--- config.mk ---
export PLATFORM = sky130hd
export DESIGN_NAME = ring_fifo_with_stats_and_prime_flag
export DESIGN_NICKNAME = d
export VERILOG_FILES = /design/src/rtl/rfsp_pkg.sv /design/src/rtl/rfsp_ctrl.sv /design/src/rtl/rfsp_dp.sv /design/src/rtl/ring_fifo_with_stats_and_prime_flag.sv
export SDC_FILE = /design/constraint.sdc
export NUM_CORES = 1
export LEC_CHECK = 0
export ABC_AREA = 0
export BUFFER_PORTS_ARGS = -buffer_cell sky130_fd_sc_hd__buf_4
export CORE_MARGIN = 3
export CORE_UTILIZATION = 50
export DETAILED_ROUTE_END_ITERATION = 10
export GPL_TIMING_DRIVEN = 0
export PLACE_DENSITY_LB_ADDON = 0.05
export SYNTH_ARGS = -nofsm -noshare
export SYNTH_HDL_FRONTEND = slang
export SYNTH_SLANG_ARGS = --single-unit
--- constraint.sdc ---
create_clock -name aclk -period 7.48 [get_ports aclk]
set_input_delay 0.374 -clock aclk [delete_from_list [all_inputs] [get_ports aclk]]
set_output_delay 0.374 -clock aclk [all_outputs]
set_load 0.02 [all_outputs]
--- src/rtl/rfsp_pkg.sv ---
`timescale 1ns / 1ps

package rfsp_pkg;

    // ring depth and the widths that follow from it
    localparam int DEPTH = 8;
    localparam int IDX_W = $clog2(DEPTH);
    localparam int CNT_W = $clog2(DEPTH + 1);

    localparam int STAT_W = 32;

    // request command codes
    localparam logic CMD_INSERT = 1'b0;
    localparam logic CMD_REMOVE = 1'b1;

    typedef enum logic [1:0] {
        STAT_DONE  = 2'd0,
        STAT_FULL  = 2'd1,
        STAT_EMPTY = 2'd2
    } status_t;

    typedef enum logic [1:0] {
        S_IDLE,
        S_EXEC,
        S_RESP
    } state_t;

    // commands from the controller to the datapath
    typedef struct packed {
        logic capture;
        logic execute;
    } ctrl_cmd_t;

    // bit v set when v is prime, v in 0..255
    localparam logic [255:0] PRIME_BITS = {
        32'h08028228, 32'h800800A2, 32'h80282088, 32'h20A00A08,
        32'h800228A2, 32'h02088288, 32'h28208A20, 32'hA08A28AC
    };

    function automatic logic prime_lookup(input logic [7:0] v);
        return PRIME_BITS[v];
    endfunction

endpackage

--- src/rtl/rfsp_ctrl.sv ---
`timescale 1ns / 1ps

module rfsp_ctrl (
    input  logic                aclk,
    input  logic                aresetn,
    input  logic                s_valid,
    output logic                s_ready,
    output logic                m_valid,
    input  logic                m_ready,
    output rfsp_pkg::ctrl_cmd_t cmd
);

    rfsp_pkg::state_t state_reg;
    rfsp_pkg::state_t state_next;

    always_ff @(posedge aclk) begin
        if (!aresetn) begin
            state_reg <= rfsp_pkg::S_IDLE;
        end else begin
            state_reg <= state_next;
        end
    end

    always_comb begin
        state_next = state_reg;
        case (state_reg)
            rfsp_pkg::S_IDLE: begin
                if (s_valid) begin
                    state_next = rfsp_pkg::S_EXEC;
                end
            end
            rfsp_pkg::S_EXEC: begin
                state_next = rfsp_pkg::S_RESP;
            end
            rfsp_pkg::S_RESP: begin
                if (m_ready) begin
                    state_next = rfsp_pkg::S_IDLE;
                end
            end
            default: begin
                state_next = rfsp_pkg::S_IDLE;
            end
        endcase
    end

    always_comb begin
        s_ready     = 1'b0;
        m_valid     = 1'b0;
        cmd.capture = 1'b0;
        cmd.execute = 1'b0;
        case (state_reg)
            rfsp_pkg::S_IDLE: begin
                s_ready     = 1'b1;
                cmd.capture = s_valid;
            end
            rfsp_pkg::S_EXEC: begin
                cmd.execute = 1'b1;
            end
            rfsp_pkg::S_RESP: begin
                m_valid = 1'b1;
            end
            default: begin
                s_ready = 1'b0;
            end
        endcase
    end

endmodule

--- src/rtl/rfsp_dp.sv ---
`timescale 1ns / 1ps

module rfsp_dp (
    input  logic                          aclk,
    input  logic                          aresetn,
    input  rfsp_pkg::ctrl_cmd_t           cmd,
    input  logic                          s_command,
    input  logic [7:0]                    s_item_value,
    output logic [1:0]                    m_status,
    output logic [7:0]                    m_removed_value,
    output logic                          m_removed_is_prime,
    output logic [3:0]                    m_occupancy,
    output logic [rfsp_pkg::STAT_W-1:0]   m_produced_count,
    output logic [rfsp_pkg::STAT_W-1:0]   m_consumed_count,
    output logic [rfsp_pkg::STAT_W-1:0]   m_full_events,
    output logic [rfsp_pkg::STAT_W-1:0]   m_empty_events
);

    localparam logic [rfsp_pkg::IDX_W-1:0] LAST_IDX = rfsp_pkg::IDX_W'(rfsp_pkg::DEPTH - 1);
    localparam logic [rfsp_pkg::CNT_W-1:0] FULL_CNT = rfsp_pkg::CNT_W'(rfsp_pkg::DEPTH);

    logic [7:0] slot_mem [rfsp_pkg::DEPTH];
    logic [7:0] rd_data_reg;

    logic                        req_cmd_reg;
    logic [7:0]                  req_value_reg;
    logic [rfsp_pkg::IDX_W-1:0]  wr_idx_reg, wr_idx_next;
    logic [rfsp_pkg::IDX_W-1:0]  rd_idx_reg, rd_idx_next;
    logic [rfsp_pkg::CNT_W-1:0]  held_reg, held_next;
    logic [rfsp_pkg::STAT_W-1:0] produced_reg, produced_next;
    logic [rfsp_pkg::STAT_W-1:0] consumed_reg, consumed_next;
    logic [rfsp_pkg::STAT_W-1:0] full_ev_reg, full_ev_next;
    logic [rfsp_pkg::STAT_W-1:0] empty_ev_reg, empty_ev_next;
    rfsp_pkg::status_t           status_reg, status_next;
    logic [7:0]                  removed_reg, removed_next;
    logic                        prime_reg, prime_next;
    logic                        do_write;

    // request capture
    always_ff @(posedge aclk) begin
        if (cmd.capture) begin
            req_cmd_reg   <= s_command;
            req_value_reg <= s_item_value;
        end
    end

    // slot store, read address is the head of the ring
    always_ff @(posedge aclk) begin
        if (do_write) begin
            slot_mem[wr_idx_reg] <= req_value_reg;
        end
        rd_data_reg <= slot_mem[rd_idx_reg];
    end

    always_comb begin
        wr_idx_next   = wr_idx_reg;
        rd_idx_next   = rd_idx_reg;
        held_next     = held_reg;
        produced_next = produced_reg;
        consumed_next = consumed_reg;
        full_ev_next  = full_ev_reg;
        empty_ev_next = empty_ev_reg;
        status_next   = rfsp_pkg::STAT_DONE;
        removed_next  = 8'd0;
        prime_next    = 1'b0;
        do_write      = 1'b0;
        if (req_cmd_reg == rfsp_pkg::CMD_INSERT) begin
            if (held_reg == FULL_CNT) begin
                status_next = rfsp_pkg::STAT_FULL;
            end else begin
                do_write      = cmd.execute;
                wr_idx_next   = (wr_idx_reg == LAST_IDX) ? '0 : wr_idx_reg + 1'b1;
                held_next     = held_reg + 1'b1;
                produced_next = produced_reg + 1'b1;
                if (held_next == FULL_CNT) begin
                    full_ev_next = full_ev_reg + 1'b1;
                end
            end
        end else begin
            if (held_reg == '0) begin
                status_next = rfsp_pkg::STAT_EMPTY;
            end else begin
                removed_next  = rd_data_reg;
                prime_next    = rfsp_pkg::prime_lookup(rd_data_reg);
                rd_idx_next   = (rd_idx_reg == LAST_IDX) ? '0 : rd_idx_reg + 1'b1;
                held_next     = held_reg - 1'b1;
                consumed_next = consumed_reg + 1'b1;
                if (held_next == '0) begin
                    empty_ev_next = empty_ev_reg + 1'b1;
                end
            end
        end
    end

    always_ff @(posedge aclk) begin
        if (!aresetn) begin
            wr_idx_reg   <= '0;
            rd_idx_reg   <= '0;
            held_reg     <= '0;
            produced_reg <= '0;
            consumed_reg <= '0;
            full_ev_reg  <= '0;
            empty_ev_reg <= '0;
        end else if (cmd.execute) begin
            wr_idx_reg   <= wr_idx_next;
            rd_idx_reg   <= rd_idx_next;
            held_reg     <= held_next;
            produced_reg <= produced_next;
            consumed_reg <= consumed_next;
            full_ev_reg  <= full_ev_next;
            empty_ev_reg <= empty_ev_next;
        end
    end

    always_ff @(posedge aclk) begin
        if (cmd.execute) begin
            status_reg  <= status_next;
            removed_reg <= removed_next;
            prime_reg   <= prime_next;
        end
    end

    assign m_status           = status_reg;
    assign m_removed_value    = removed_reg;
    assign m_removed_is_prime = prime_reg;
    assign m_occupancy        = 4'(held_reg);
    assign m_produced_count   = produced_reg;
    assign m_consumed_count   = consumed_reg;
    assign m_full_events      = full_ev_reg;
    assign m_empty_events     = empty_ev_reg;

endmodule

--- src/rtl/ring_fifo_with_stats_and_prime_flag.sv ---
`timescale 1ns / 1ps

// channel   | direction | beat contents
// ----------+-----------+---------------------------------------------------
// s_        | in        | command, item_value
// m_        | out       | status, removed_value, removed_is_prime, occupancy,
//           |           | produced_count, consumed_count, full_events, empty_events
//
// one request at a time: a beat is taken in the idle state, executed the next
// cycle, and its result offered the cycle after; the ring's registered read
// port sets the execute step
// aresetn (synchronous) clears indices, fill count and statistics, not the slots
// a stalled result holds the block in its response state until m_ready

module ring_fifo_with_stats_and_prime_flag (
    input  logic                                aclk,
    input  logic                                aresetn,
    // request beat
    input  logic                                s_valid,
    output logic                                s_ready,
    input  logic                                s_command,
    input  logic [7:0]                          s_item_value,
    // result beat
    output logic                                m_valid,
    input  logic                                m_ready,
    output logic [1:0]                          m_status,
    output logic [7:0]                          m_removed_value,
    output logic                                m_removed_is_prime,
    output logic [3:0]                          m_occupancy,
    output logic [rfsp_pkg::STAT_W-1:0]         m_produced_count,
    output logic [rfsp_pkg::STAT_W-1:0]         m_consumed_count,
    output logic [rfsp_pkg::STAT_W-1:0]         m_full_events,
    output logic [rfsp_pkg::STAT_W-1:0]         m_empty_events
);

    // controller to datapath commands
    rfsp_pkg::ctrl_cmd_t cmd;

    // sequencing and handshakes
    rfsp_ctrl u_ctrl (
        .aclk    (aclk),
        .aresetn (aresetn),
        .s_valid (s_valid),
        .s_ready (s_ready),
        .m_valid (m_valid),
        .m_ready (m_ready),
        .cmd     (cmd)
    );

    // ring storage, indices, statistics and prime lookup
    rfsp_dp u_dp (
        .aclk               (aclk),
        .aresetn            (aresetn),
        .cmd                (cmd),
        .s_command          (s_command),
        .s_item_value       (s_item_value),
        .m_status           (m_status),
        .m_removed_value    (m_removed_value),
        .m_removed_is_prime (m_removed_is_prime),
        .m_occupancy        (m_occupancy),
        .m_produced_count   (m_produced_count),
        .m_consumed_count   (m_consumed_count),
        .m_full_events      (m_full_events),
        .m_empty_events     (m_empty_events)
    );

endmodule
== Yosys cells after proc, flatten, opt, wreduce, memory -nomap -nowiden ==
Memories as Yosys holds them, arrays and structs flattened. A register that Yosys moved wholly into a read port is not among the register bits.
Cells that the tools add are included.
W data, S select, Z words.

* Add/subtract/negate cells: 8
* Eq/ne operators: 10
* Mux-type cells: 19
* Bitwise operators: 3
* Reductions and logical operators: 10

{| class="wikitable"
|+ Operator list
! kind !! number
|-
| $add A32 B1 Y32 const B || 4
|-
| $mux W4 || 3
|-
| $mux W1 || 9
|-
| $reduce_and A3 Y1 || 3
|-
| $eq A4 B4 Y1 const B || 2
|-
| $logic_not A4 Y1 || 2
|-
| $mux W2 || 4
|-
| $reduce_and A4 Y1 || 2
|-
| $add A3 B1 Y3 const B || 2
|-
| $eq A3 B3 Y1 const B || 2
|-
| $mux W3 || 2
|-
| $ne A2 B2 Y1 const B || 3
|-
| $pmux W2 S3 || 1
|-
| $add A4 B1 Y4 const B || 1
|-
| $sub A4 B1 Y4 const B || 1
|-
| $not A1 Y1 || 3
|-
| $eq A2 B1 Y1 const B || 1
|-
| $eq A2 B2 Y1 const B || 1
|-
| $logic_not A2 Y1 || 1
|-
| $ne A2 B1 Y1 const B || 1
|-
| $reduce_and A2 Y1 || 1
|-
| $reduce_or A2 Y1 || 1
|}

* Bits in registers: 159
* Bits in writable memories: 64
* Memory bits (read-only): 256
* Output and inout port bits: 145
* Word-level logic and storage cells: 64
* Memories: 2

{| class="wikitable"
|+ Memory list
! memory !! words !! width !! read ports !! clocked after Yosys merged registers in !! write ports !! line !! source
|-
| (name not given) || 256 || 1 || 1 || 1 || 0 || rfsp_pkg.sv:41 || <nowiki>return PRIME_BITS[v];</nowiki>
|-
| u_dp.slot_mem || 8 || 8 || 1 || 1 || 1 || rfsp_dp.sv:22 || <nowiki>logic [7:0] slot_mem [rfsp_pkg::DEPTH];</nowiki>
|}

== Longest topological paths before layout ==
* Depth in word-level cells: 6
* Gate-level depth with buffers: 9
* Mapped depth without buffers: 7

== By module ==
A second synthesis with hierarchy kept.

* Cells, all modules: 978
* Area total of the unflattened synthesis: 10099.7 µm²

{| class="wikitable"
|+ By module, submodules not included
! module !! times used !! cells each !! area an instance (µm²)
|-
| rfsp_dp || 1 || 969 || 10007.1
|-
| rfsp_ctrl || 1 || 9 || 92.6
|}

== Worst setup path after synthesis ==
OpenSTA, ideal clock, no wires.

* Path kind: reg-to-reg
* From: register u_dp.held_reg, in the netlist u_dp.m_occupancy[0]
* To: memory u_dp.slot_mem[3][0] (enable)
* Data arrival time: 2.528 ns
* Setup slack: 4.566 ns
* Cell stages (with the launch flop): 7
* Path buffers: 0
* Path through: dfxtp_1 -> inv_1 -> ha_1 -> and3b_1 -> nor3_1 -> nand2_1 -> nor3b_1

* Word-level cells in the longest chain between the ends: 5

{| class="wikitable"
|+ RTL lines
! item !! line !! source
|-
| start: declaration || rfsp_dp.sv:29 || <nowiki>logic [rfsp_pkg::CNT_W-1:0] held_reg, held_next;</nowiki>
|-
| start signal: assignment || rfsp_dp.sv:107 || <nowiki>held_reg <= held_next;</nowiki>
|-
| $eq A4 B4 Y1 || rfsp_dp.sv:68 || <nowiki>if (held_reg == FULL_CNT) begin</nowiki>
|-
| $mux W1 || rfsp_dp.sv:68 ||
|-
| $mux W1 || rfsp_dp.sv:67 || <nowiki>if (req_cmd_reg == rfsp_pkg::CMD_INSERT) begin</nowiki>
|-
| $mux W1 || rfsp_dp.sv:49 || <nowiki>if (do_write) begin</nowiki>
|-
| $mux W1 (not written as such) || rfsp_dp.sv:50 || <nowiki>slot_mem[wr_idx_reg] <= req_value_reg;</nowiki>
|-
| end: declaration || rfsp_dp.sv:22 ||
|}

No other way between the ends.

== Worst setup path after layout ==
* From: register u_dp.held_reg, in the netlist u_dp.m_occupancy[0]
* To: memory u_dp.slot_mem[6][0] (enable)

Same word-level chain as after synthesis.

==> metrics.txt <==
delay-heaviest family, CP=simple AND/OR/NAND/NOR gates; max_cap viols=0; most numerous cell in the Yosys netlist=dfxtp_1; FMAX=0.3020 GHz; core area=0.02036 mm²; critical path arrival=3.45 ns; crit path time final=3.312 ns; area leader, netlist=dfxtp_1; Clock Skew=0.01816 ns; dominant synthesized flop cell=dfxtp_1; CTS Root Cell=clkbuf_16; PwrDens=214.0 mW/mm²; first-pass GRT wire length=42000 µm; final WL=26500 µm; TritonCTS clock tree=yes; Synth Cell Area=0.01046 mm²; Max Fanout on Critical Path=9; VDD IR max=0.1791 mV; Synth area leaders=dfxtp_1, edfxtp_1, mux4_2; via count=8646; syn nets=1033; die width=150.6 µm; status=complete, no violations; Seq/Total Area, Yosys=0.5244; antenna violations before repair=0; Yosys top cell area share=0.2833; vias in the first global route=8015; # DRC=0; Core Rows=52; Nets=1222; setup ws final=4.168 ns; Iter 0 DRT Violations=509; setup TNS=0 ns; Worst Path Required=7.62 ns; pre-CTS WS=4.210 ns; R2R Setup Slk=4.17 ns; H-tree depth=1; syn avg cell area=10.38 µm²; chip height=150.6 µm; CP max stage cell=nor3b_2; PortBufs=157; Setup violations, final=0; crit path buf inv count=1; Top-Level Pins=158; CTS Sinks=232; unrepaired setup endpoints after global routing=no; hold buffer count at cts=0; Crit. End Element=register; DIE AREA=0.02269 mm²; worst hold path class=in2reg; type of origin of the critical path=register; share of layout cells above drive strength 1=0.2005; Synth Instances=1008; Slew Limit Fails=0; router iterations before antenna repair=5; Antenna Cells=0; Post-synth EDFFs=84; Commonest cells post-synth=dfxtp_1, edfxtp_1, nor2_1; clock-pin slew on the worst setup and hold paths=0.06 ns; hold slack=0.02737 ns; Final Hold Viols=0; post-route ant nets=0; Synth async-reset ratio=0; max FFs per register=64; Leak=4.598 nW; Max Root-Sink Buffers=3; Worst-Margin Slew=1.071 ns; flops & latches, synth=232; Final Cycle Share=0.4427; DPL Wire Length=18530 µm; Clock Latency Late Sink=0.52 ns; Layout Area Growth over Synthesis=23.54%; largest net degree at the start of global routing=14; Crit Path Class=reg2reg; starting density of the core=0.5136; gpl congestion=0.8574; warnings from Yosys=0; Post-CTS Setup Bufs=0; GRT overflow=0; CTS resizes=0; CTS buffer count=26; relative slew slack=0.2797; Unique masters post-synth=57; Global Route Usage Sum=0.2283; Critical Path, Cell by Cell=inv_1, ha_1, and3b_1, nor3_1, nand2_1, nor3b_2; routed len/inst=17.82 µm; critical path's largest stage delay=0.86 ns; Reg with most FFs=u_dp.slot_mem; Tot Pwr=2.765 mW; drt via density=5.814
==> stage by stage <==
stage,util,instances,instance area (µm²)
finish,0.6346,1487,12920
detailed placement,0.5907,1439,12030
floorplan,-,1008,10460
global route,0.6346,1487,12920
CTS,0.6343,1487,12920
global placement,0.5881,1435,11980
==> worst register-to-register path, stage by stage (launching register included) <==
cell	delay [ns]
dfxtp_1	0.48
inv_1	0.08
ha_1	0.29
and3b_1	0.21
nor3_1	0.75
nand2_1	0.27
nor3b_2	0.86
==> report_power, final <==
group / internal, mW / leakage, nW / switching (mW)
clock network: 0.810 / 0.439 / 0.492
registers: 1.32 / 1.96 / 0.0129
logic: 0.0425 / 2.20 / 0.0844
==> cell families after synthesis <==
kind of cell,after synthesis,share of synthesized area
AND/OR/NAND/NOR,422,0.2182
flip-flops,232,0.5244
AO/OA/AOI/OAI,165,0.1054
buffers and inverters,79,0.03098
XOR/XNOR,61,0.05108
multiplexers,37,0.05562
adder cells (fa/ha/maj),12,0.01435
==> worst paths after layout <==
kind	endpoint	cells after the start	startpoint
worst max-delay path	u_dp.slot_mem[6][0]	6	u_dp.m_occupancy[0]
worst max register to register	u_dp.slot_mem[6][0]	6	u_dp.m_occupancy[0]
worst min-delay path	u_dp.req_value_reg[3]	1	s_item_value[3]
worst min register to register	u_dp.m_empty_events[31]	2	u_dp.m_empty_events[31]
==> layout make-up <==
class	instances	area, µm²
plain buffers	59	249.0
inverters	20	75.07
fillers	1713	7442
multi-input cells	697	4678
clock inverters	10	121.4
clock buffers	38	767.0
flip-flops and latches	232	5485
repair buffers	161	1209
well taps	270	337.8
==> cell usage in the layout (no fill, tap or decap), types with 27 or more instances in the layout <==
| master | instances |
|---|---|
| dfxtp_1 | 148 |
| nand4_1 | 41 |
| xor2_1 | 39 |
| nand2_1 | 75 |
| a21oi_1 | 48 |
| o21ai_0 | 32 |
| clkbuf_1 | 51 |
| nand3_1 | 52 |
| nand2b_1 | 31 |
| nor2_1 | 83 |
| buf_4 | 161 |
| clkbuf_16 | 27 |
| edfxtp_1 | 84 |
==> per-layer routing <==
| layer | vias up | global-route usage | part of all wire |
|---|---|---|---|
| met3 | 42 | 0.03251 | 0.064 |
| li1 | 4180 | - | - |
| met4 | 0 | 0.06573 | 0.024 |
| met1 | 4131 | 0.3144 | 0.43 |
| met5 | - | 0 | 0 |
| met2 | 293 | 0.3783 | 0.48 |
Note: power is estimated with default switching activity, not from simulation.
